`src/rtl/crsp_pkg.sv`:
```
`default_nettype none

package crsp_pkg;

  localparam int QUEUE_DEPTH = 2;

  localparam logic [7:0] HDR_IN    = 8'hea;
  localparam logic [7:0] HDR_OUT   = 8'heb;
  localparam logic [7:0] CMD_ERR   = 8'h0d;
  localparam logic [7:0] CMD_RD_IV = 8'h01;
  localparam logic [7:0] CMD_WR_IV = 8'h02;
  localparam logic [7:0] CMD_RD_PW = 8'h03;
  localparam logic [7:0] CMD_WR_PW = 8'h04;

  localparam logic [7:0] COUNT_MAX = 8'hff;
  localparam logic [7:0] MIN_FRAME = 8'd4;

  typedef enum logic [2:0] {
    POS_HDR   = 3'd0,
    POS_CMD   = 3'd1,
    POS_SEQ   = 3'd2,
    POS_LEN   = 3'd3,
    POS_DATA0 = 3'd4,
    POS_DATA1 = 3'd5
  } rsp_pos_t;

  typedef struct packed {
    logic [7:0] rx_byte;
    logic       rx_last;
  } rx_item_t;

  typedef struct packed {
    logic [7:0] tx_byte;
    logic       tx_last;
    logic       save_request;
    logic       restart_adv;
  } tx_item_t;

  typedef struct packed {
    logic [7:0] cmd;
    logic [1:0] data_len;
    logic [7:0] data0;
    logic [7:0] data1;
    logic       save;
    logic       restart;
  } rsp_desc_t;

endpackage

`default_nettype wire

```
`src/rtl/crsp_front.sv`:
```
`default_nettype none

module crsp_front (
  input  logic                clk,
  input  logic                rst,
  input  logic                rx_valid,
  input  crsp_pkg::rx_item_t  rx,
  input  logic                queue_full,
  output logic                rx_stall,
  output logic                push,
  output crsp_pkg::rsp_desc_t desc
);
  import crsp_pkg::*;

  logic [7:0]  byte_count;
  logic        frame_overflow;
  logic [7:0]  header_byte;
  logic [7:0]  command_code;
  logic [7:0]  sequence_byte;
  logic [7:0]  declared_length;
  logic [7:0]  data0;
  logic [7:0]  data1;
  logic [15:0] interval_setting;
  logic [7:0]  power_setting;

  logic        accept;
  logic        cap_ok;
  logic [7:0]  total;
  logic [7:0]  hdr_e;
  logic [7:0]  cmd_e;
  logic [7:0]  seq_e;
  logic [7:0]  len_e;
  logic [7:0]  d0_e;
  logic [7:0]  d1_e;
  logic        frame_bad;
  logic        respond;
  logic        set_iv;
  logic        set_pw;

  assign rx_stall = queue_full;
  assign accept   = rx_valid && !rx_stall;
  assign cap_ok   = !frame_overflow && (byte_count != COUNT_MAX);
  assign total    = cap_ok ? byte_count + 8'd1 : byte_count;

  assign hdr_e = (cap_ok && byte_count == 8'(POS_HDR))   ? rx.rx_byte : header_byte;
  assign cmd_e = (cap_ok && byte_count == 8'(POS_CMD))   ? rx.rx_byte : command_code;
  assign seq_e = (cap_ok && byte_count == 8'(POS_SEQ))   ? rx.rx_byte : sequence_byte;
  assign len_e = (cap_ok && byte_count == 8'(POS_LEN))   ? rx.rx_byte : declared_length;
  assign d0_e  = (cap_ok && byte_count == 8'(POS_DATA0)) ? rx.rx_byte : data0;
  assign d1_e  = (cap_ok && byte_count == 8'(POS_DATA1)) ? rx.rx_byte : data1;

  assign frame_bad = !cap_ok || (total < MIN_FRAME) || (hdr_e != HDR_IN) ||
                     (({1'b0, len_e} + 9'd4) != {1'b0, total});

  always_comb begin
    desc         = '0;
    desc.cmd     = CMD_ERR;
    respond      = 1'b1;
    set_iv       = 1'b0;
    set_pw       = 1'b0;
    if (!frame_bad) begin
      unique case (cmd_e)
        CMD_RD_IV: begin
          if (total == MIN_FRAME && seq_e == 8'd0 && len_e == 8'd0) begin
            desc.cmd      = CMD_RD_IV;
            desc.data_len = 2'd2;
            desc.data0    = interval_setting[15:8];
            desc.data1    = interval_setting[7:0];
          end
        end
        CMD_WR_IV: begin
          if (len_e == 8'd2) begin
            desc.cmd     = CMD_WR_IV;
            desc.save    = 1'b1;
            desc.restart = 1'b1;
            set_iv       = 1'b1;
          end
        end
        CMD_RD_PW: begin
          if (total == MIN_FRAME && seq_e == 8'd0 && len_e == 8'd0) begin
            desc.cmd      = CMD_RD_PW;
            desc.data_len = 2'd1;
            desc.data0    = power_setting;
          end
        end
        CMD_WR_PW: begin
          if (len_e == 8'd1) begin
            desc.cmd  = CMD_WR_PW;
            desc.save = 1'b1;
            set_pw    = 1'b1;
          end
        end
        default: begin
          respond = 1'b0;
        end
      endcase
    end
  end

  assign push = accept && rx.rx_last && respond;

  always_ff @(posedge clk) begin
    if (rst) begin
      byte_count       <= '0;
      frame_overflow   <= 1'b0;
      header_byte      <= '0;
      command_code     <= '0;
      sequence_byte    <= '0;
      declared_length  <= '0;
      data0            <= '0;
      data1            <= '0;
      interval_setting <= '0;
      power_setting    <= '0;
    end else if (accept) begin
      header_byte     <= hdr_e;
      command_code    <= cmd_e;
      sequence_byte   <= seq_e;
      declared_length <= len_e;
      data0           <= d0_e;
      data1           <= d1_e;
      if (rx.rx_last) begin
        byte_count     <= '0;
        frame_overflow <= 1'b0;
        if (set_iv) begin
          interval_setting <= {d0_e, d1_e};
        end
        if (set_pw) begin
          power_setting <= d0_e;
        end
      end else if (cap_ok) begin
        byte_count <= total;
      end else begin
        frame_overflow <= 1'b1;
      end
    end
  end

endmodule

`default_nettype wire

```
`src/rtl/crsp_fifo.sv`:
```
`default_nettype none

module crsp_fifo #(
  parameter int Depth = crsp_pkg::QUEUE_DEPTH
) (
  input  logic                clk,
  input  logic                rst,
  input  logic                push,
  input  crsp_pkg::rsp_desc_t push_desc,
  input  logic                pop,
  output logic                full,
  output logic                head_valid,
  output crsp_pkg::rsp_desc_t head
);
  import crsp_pkg::*;

  localparam int PtrW = (Depth > 1) ? $clog2(Depth) : 1;
  localparam int CntW = $clog2(Depth + 1);
  localparam logic [PtrW-1:0] LastPtr = PtrW'(Depth - 1);
  localparam logic [CntW-1:0] FullCnt = CntW'(Depth);

  rsp_desc_t       entries [Depth];
  logic [PtrW-1:0] wr_ptr;
  logic [PtrW-1:0] rd_ptr;
  logic [CntW-1:0] count;

  assign full       = (count == FullCnt);
  assign head_valid = (count != '0);
  assign head       = entries[rd_ptr];

  always_ff @(posedge clk) begin
    if (push) begin
      entries[wr_ptr] <= push_desc;
    end
  end

  always_ff @(posedge clk) begin
    if (rst) begin
      wr_ptr <= '0;
      rd_ptr <= '0;
      count  <= '0;
    end else begin
      if (push) begin
        wr_ptr <= (wr_ptr == LastPtr) ? '0 : wr_ptr + 1'b1;
      end
      if (pop) begin
        rd_ptr <= (rd_ptr == LastPtr) ? '0 : rd_ptr + 1'b1;
      end
      if (push && !pop) begin
        count <= count + 1'b1;
      end else if (pop && !push) begin
        count <= count - 1'b1;
      end
    end
  end

endmodule

`default_nettype wire

```
`src/rtl/crsp_back.sv`:
```
`default_nettype none

module crsp_back (
  input  logic                clk,
  input  logic                rst,
  input  logic                head_valid,
  input  crsp_pkg::rsp_desc_t head,
  output logic                pop,
  output logic                tx_valid,
  input  logic                tx_stall,
  output crsp_pkg::tx_item_t  tx
);
  import crsp_pkg::*;

  logic [2:0] idx;
  logic [2:0] last_idx;
  logic       load;
  logic       is_last;
  tx_item_t   item_next;

  assign last_idx = 3'(POS_LEN) + {1'b0, head.data_len};
  assign is_last  = (idx == last_idx);
  assign load     = head_valid && (!tx_valid || !tx_stall);
  assign pop      = load && is_last;

  always_comb begin
    item_next              = '0;
    item_next.tx_last      = is_last;
    item_next.save_request = head.save;
    item_next.restart_adv  = head.restart;
    unique case (idx)
      3'(POS_HDR):   item_next.tx_byte = HDR_OUT;
      3'(POS_CMD):   item_next.tx_byte = head.cmd;
      3'(POS_SEQ):   item_next.tx_byte = 8'd0;
      3'(POS_LEN):   item_next.tx_byte = {6'd0, head.data_len};
      3'(POS_DATA0): item_next.tx_byte = head.data0;
      3'(POS_DATA1): item_next.tx_byte = head.data1;
      default:       item_next.tx_byte = 8'd0;
    endcase
  end

  always_ff @(posedge clk) begin
    if (load) begin
      tx <= item_next;
    end
  end

  always_ff @(posedge clk) begin
    if (rst) begin
      tx_valid <= 1'b0;
      idx      <= '0;
    end else begin
      if (load) begin
        tx_valid <= 1'b1;
        idx      <= is_last ? '0 : idx + 3'd1;
      end else if (!tx_stall) begin
        tx_valid <= 1'b0;
      end
    end
  end

`ifndef SYNTHESIS
  a_idx_range: assert property (@(posedge clk) disable iff (rst)
    idx <= 3'(POS_DATA1))
    else $error("Response byte index ran past the longest response.");

  a_mid_frame_head: assert property (@(posedge clk) disable iff (rst)
    idx != '0 |-> head_valid)
    else $error("Response descriptor left the queue before its last byte.");

  a_header_first: assert property (@(posedge clk) disable iff (rst)
    load && idx == '0 |=> tx_valid && tx.tx_byte == HDR_OUT)
    else $error("Response did not open with the response header.");
`endif

endmodule

`default_nettype wire

```
`src/rtl/command_frame_responder_top.sv`:
```
`default_nettype none

// Command frame responder.
// The rx channel takes one command frame byte per transfer, with rx_last on
// the final byte. A frame is header 0xea, command, sequence, data length and
// the data. On the final byte the frame is checked and a response frame that
// starts with 0xeb is queued: a read of the advertising interval or transmit
// power, a set acknowledgment, or an error frame. Well-formed frames with an
// unknown command give none. The tx channel carries one response byte per
// transfer, with tx_last on its final byte; save_request is held on every byte
// of a successful set response and restart_adv on those of an interval set.
// Throughput: one rx transfer per cycle while the queue is not full. A response
// goes through the queue and then the output register; one response byte leaves
// per cycle while tx is not stalled, four to six per frame; the response
// serializer sets the sustained rate when frames are shorter than their responses.
// When the tx side stalls, the output register holds its byte; the response
// queue fills and rx_stall rises only while the queue is full.
// Reset clears the frame counter, the queue and the stored settings to zero.

module command_frame_responder_top #(
  parameter int QueueDepth = crsp_pkg::QUEUE_DEPTH
) (
  input  logic               clk,
  input  logic               rst,
  input  logic               rx_valid,
  output logic               rx_stall,
  input  crsp_pkg::rx_item_t rx,
  output logic               tx_valid,
  input  logic               tx_stall,
  output crsp_pkg::tx_item_t tx
);
  import crsp_pkg::*;

  logic      push;
  logic      pop;
  logic      queue_full;
  logic      head_valid;
  rsp_desc_t push_desc;
  rsp_desc_t head;

  crsp_front u_front (
    .clk        (clk),
    .rst        (rst),
    .rx_valid   (rx_valid),
    .rx         (rx),
    .queue_full (queue_full),
    .rx_stall   (rx_stall),
    .push       (push),
    .desc       (push_desc)
  );

  crsp_fifo #(
    .Depth (QueueDepth)
  ) u_fifo (
    .clk        (clk),
    .rst        (rst),
    .push       (push),
    .push_desc  (push_desc),
    .pop        (pop),
    .full       (queue_full),
    .head_valid (head_valid),
    .head       (head)
  );

  crsp_back u_back (
    .clk        (clk),
    .rst        (rst),
    .head_valid (head_valid),
    .head       (head),
    .pop        (pop),
    .tx_valid   (tx_valid),
    .tx_stall   (tx_stall),
    .tx         (tx)
  );

endmodule

`default_nettype wire

```
`config.mk`:
```
export PLATFORM = sky130hd
export DESIGN_NAME = command_frame_responder_top
export DESIGN_NICKNAME = d
export VERILOG_FILES = /design/src/rtl/crsp_pkg.sv /design/src/rtl/crsp_front.sv /design/src/rtl/crsp_fifo.sv /design/src/rtl/crsp_back.sv /design/src/rtl/command_frame_responder_top.sv
export SDC_FILE = /design/constraint.sdc
export NUM_CORES = 1
export LEC_CHECK = 0
export BUFFER_PORTS_ARGS = -buffer_cell sky130_fd_sc_hd__buf_2
export CORE_MARGIN = 5
export CORE_UTILIZATION = 57
export DETAILED_ROUTE_END_ITERATION = 7
export PLACE_DENSITY = 0.78
export SYNTH_ARGS = -nofsm -noshare
export SYNTH_HDL_FRONTEND = slang
export SYNTH_HIERARCHICAL = 1
export SYNTH_SLANG_ARGS = --single-unit
```
`constraint.sdc`:
```
create_clock -name clk -period 9.6 [get_ports clk]
set_input_delay 1.44 -clock clk [delete_from_list [all_inputs] [get_ports clk]]
set_output_delay 1.44 -clock clk [all_outputs]
set_load 0.1 [all_outputs]
```
==> summary.md <==
| Metric | Value |
|---|---|
| Seq cells post-synth | 157 |
| Grt total ovfl | 0 |
| FMAX | 0.181 GHz |
| CP max FO | 16 |
| Share of cells above drive strength 1 | 0.162 |
| Area growth syn-to-layout | 8.15% |
| Std cell rows | 43 |
| Commonest non-fill, non-tap cell in the layout | dfxtp_1 |
| Critical Path Start Type | flip-flop |
| Mapped cell area | 8050 um^2 |
| CTS sink cnt | 157 |
| Vias per cell | 6.23 |
| TritonCTS Buffers | 17 |
| Syn_area_per_cell | 10.1 um^2 |
| Detailed Routing Iterations Pass 1 | 5 |
| Status | completed |
| Hold WC Path Type | reg -> reg |
| Max rail drop VDD | 0.126 mV |
| RSZ-0062 raised after global routing | false |
| Synth async-reset ratio | 0 |
| WHS Path Cells | 2 |
| Dpl cells | 950 |
| WP data arrival | 5.88 ns |
| GRT Total Usage | 0.235 |
| Starting density of the core | 0.580 |
| Setup TNS | 0 ns |
| IO Pins | 26 |
| Mean routed wirelength per cell | 19.2 um |
| # hold bufs at CTS | 0 |
| CTS tree | yes |
| Pwr dens | 187 nW/um^2 |
| Antenna Violating Nets Remaining | 0 |
| Clk root buf | clkbuf_16 |
| Slew HR | 0.180 |
| Post-layout minimum cycle time | 5.54 ns |
| DIE AREA | 16,600 um^2 |
| Drc violations | 0 |
| Worst setup EP type | flip-flop |
| Initial antenna violation count | 0 |
| Measured slew at the worst slew-check pin | 1.23 ns |
| Cell taking the most area after synthesis | edfxtp_1 |
| First-pass GRT wire length | 30.9 mm |
| CTS H-tree depth | 4 |
| Cells after Synth | 795 |
| Clk_lat worst skew | 0.43 ns |
| Post-DP HPWL | 13.0 mm |
| Primary FF master, synth | dfxtp_1 |
| Nets@finish | 814 |
| Worst-path clk slew | 0.06 ns |
| Setup repair bufs after CTS | 0 |
| Setup Viol. Count Final | 0 |
| Number of synthesized flops with an enable pin | 67 |
| Vias in the first global route | 5,958 |
| Max-cap violations | 0 |
| Layout Skew | 0.00857 ns |
| P_leak | 3.13 nW |
| Synthesis Warnings | 6 |
| Yosys top cell area share | 0.250 |
| Routability cong. | 0.940 |
| Hold slack | 0.463 ns |
| CP Data Required Time | 9.94 ns |
| Chip height | 129 um |
| Ranking of synthesized cells by area | edfxtp_1 25%, dfxtp_1 22%, mux2i_1 5.5%, mux2_2 5.3%, nor2_1 4.2% |
| Routed WL | 18.9 mm |
| Post-CTS Resized | 0 |
| Starting DRT DRC Count | 740 |
| Commonest non-fill, non-tap cells in the layout | 90 x dfxtp_1, 89 x nor2_1, 67 x edfxtp_1, 65 x nand2_1, 44 x mux2i_1 |
| Fin. max-slew vios | 0 |
| Critical path type | reg -> reg |
| Core ar. | 13,900 um^2 |
| Via count | 6,114 |
| Max clock buf depth | 2 |
| Buffers added on ports | 25 |
| Final hold vios | 0 |
| FF-to-FF path depth | 16 |
| ANT cells | 0 |
| Overall Power | 0.00163 W |
| Post-synthesis cell type count | 73 |
| Sequential fraction of the synthesis area | 0.474 |
| Die Width | 129 um |
| Final non-filler cell total | 982 |
| Final Cycle Share | 0.577 |
| Largest net degree at the start of global routing | 101 |
-- cell type report --
class	instances	area, um^2
clock buffer	22	487
clock inverter	10	77.6
timing repair buffer	30	163
fill	1098	5180
inverter	32	120
sequential	157	3810
tap	180	225
multi-input combinational	551	3820
-- Yosys cell counts (all sizes together), types with 10 or more instances --
master  instances
a211oi         10
a21oi          43
a221oi         16
and2           14
buf            18
clkbuf         40
dfxtp          90
edfxtp         67
ha             12
inv            31
mux2           40
mux2i          44
nand2          65
nand3          15
nand4          14
nor2           89
nor2b          18
nor3           12
nor4           13
o21ai          14
or3            12
-- flip-flops by register name, indices dropped and copies added, names as in the netlist, named ones only --
register / flops
u_front/command_code: 8
u_front/declared_length: 8
u_back/idx: 3
u_front/interval_setting: 16
u_front/header_byte: 8
u_fifo/rd_ptr: 1
u_fifo/wr_ptr: 1
u_front/frame_overflow: 1
u_front/power_setting: 8
u_front/byte_count: 8
u_front/data0: 8
u_back/tx: 11
u_front/data1: 8
u_front/sequence_byte: 8
u_back/tx_valid: 1
u_fifo/entries: 56
u_fifo/count: 2
-- through the flow --
step	setup slack [ns]	area, um^2	util
3_3_place_gp	4.52	8140	0.586
5_1_grt	3.76	8700	0.627
6_report	4.06	8700	0.627
3_5_place_dp	4.21	8140	0.586
2_1_floorplan	4.59	8060	-
4_1_cts	4.18	8700	0.627
-- power breakdown --
part	internal [W]	switching, W	total [W]	leakage, nW
clock	0.000364	0.000272	0.000636	0.273
combinational	0.0000662	0.000180	0.000246	1.51
sequential	0.000729	0.0000155	0.000744	1.34
-- layer usage --
layer | GRT usage | part of all wire | vias to the layer above
met5 | 0 | 0 | -
met4 | 0.0871 | 0.018 | 0
met3 | 0.0523 | 0.059 | 32
met2 | 0.370 | 0.48 | 235
met1 | 0.318 | 0.45 | 2966
li1 | - | - | 2881
-- worst paths after layout --
check / startpoint / to / slack [ns]
max: u_front/byte_count[1] / u_fifo/count[1] / 4.06
min: u_front/interval_setting[11] / u_front/interval_setting[11] / 0.46
max reg2reg: u_front/byte_count[1] / u_fifo/count[1] / 4.06
min reg2reg: u_front/interval_setting[11] / u_front/interval_setting[11] / 0.46
-- critical path, stage by stage, from the launching register on --
cell and delay [ns]:
dfxtp_1 0.43, ha_1 0.58, clkinv_1 0.46, nor3_4 0.55, mux2i_1 0.35, inv_1 0.08
ha_1 0.24, nor2b_1 0.16, mux2i_1 0.19, o211ai_1 0.14, xnor2_1 0.16, nor4_1 0.54
nand2_1 0.27, o311a_1 0.45, ha_1 0.35, or3_1 0.35, a21oi_1 0.15
-- kinds of logic (layout without fill, tap and decap cells) --
group	after synthesis	in the layout	synth area share
multiplexers	84	84	0.112
AO/OA/AOI/OAI	146	146	0.138
buffers and inverters	90	94	0.0535
adder cells (fa/ha/maj)	12	12	0.0187
XOR/XNOR	12	12	0.0148
flip-flops	157	157	0.474
AND/OR/NAND/NOR	293	293	0.189
other	1	4	0.000466
Power figures use the tool's default switching activity.
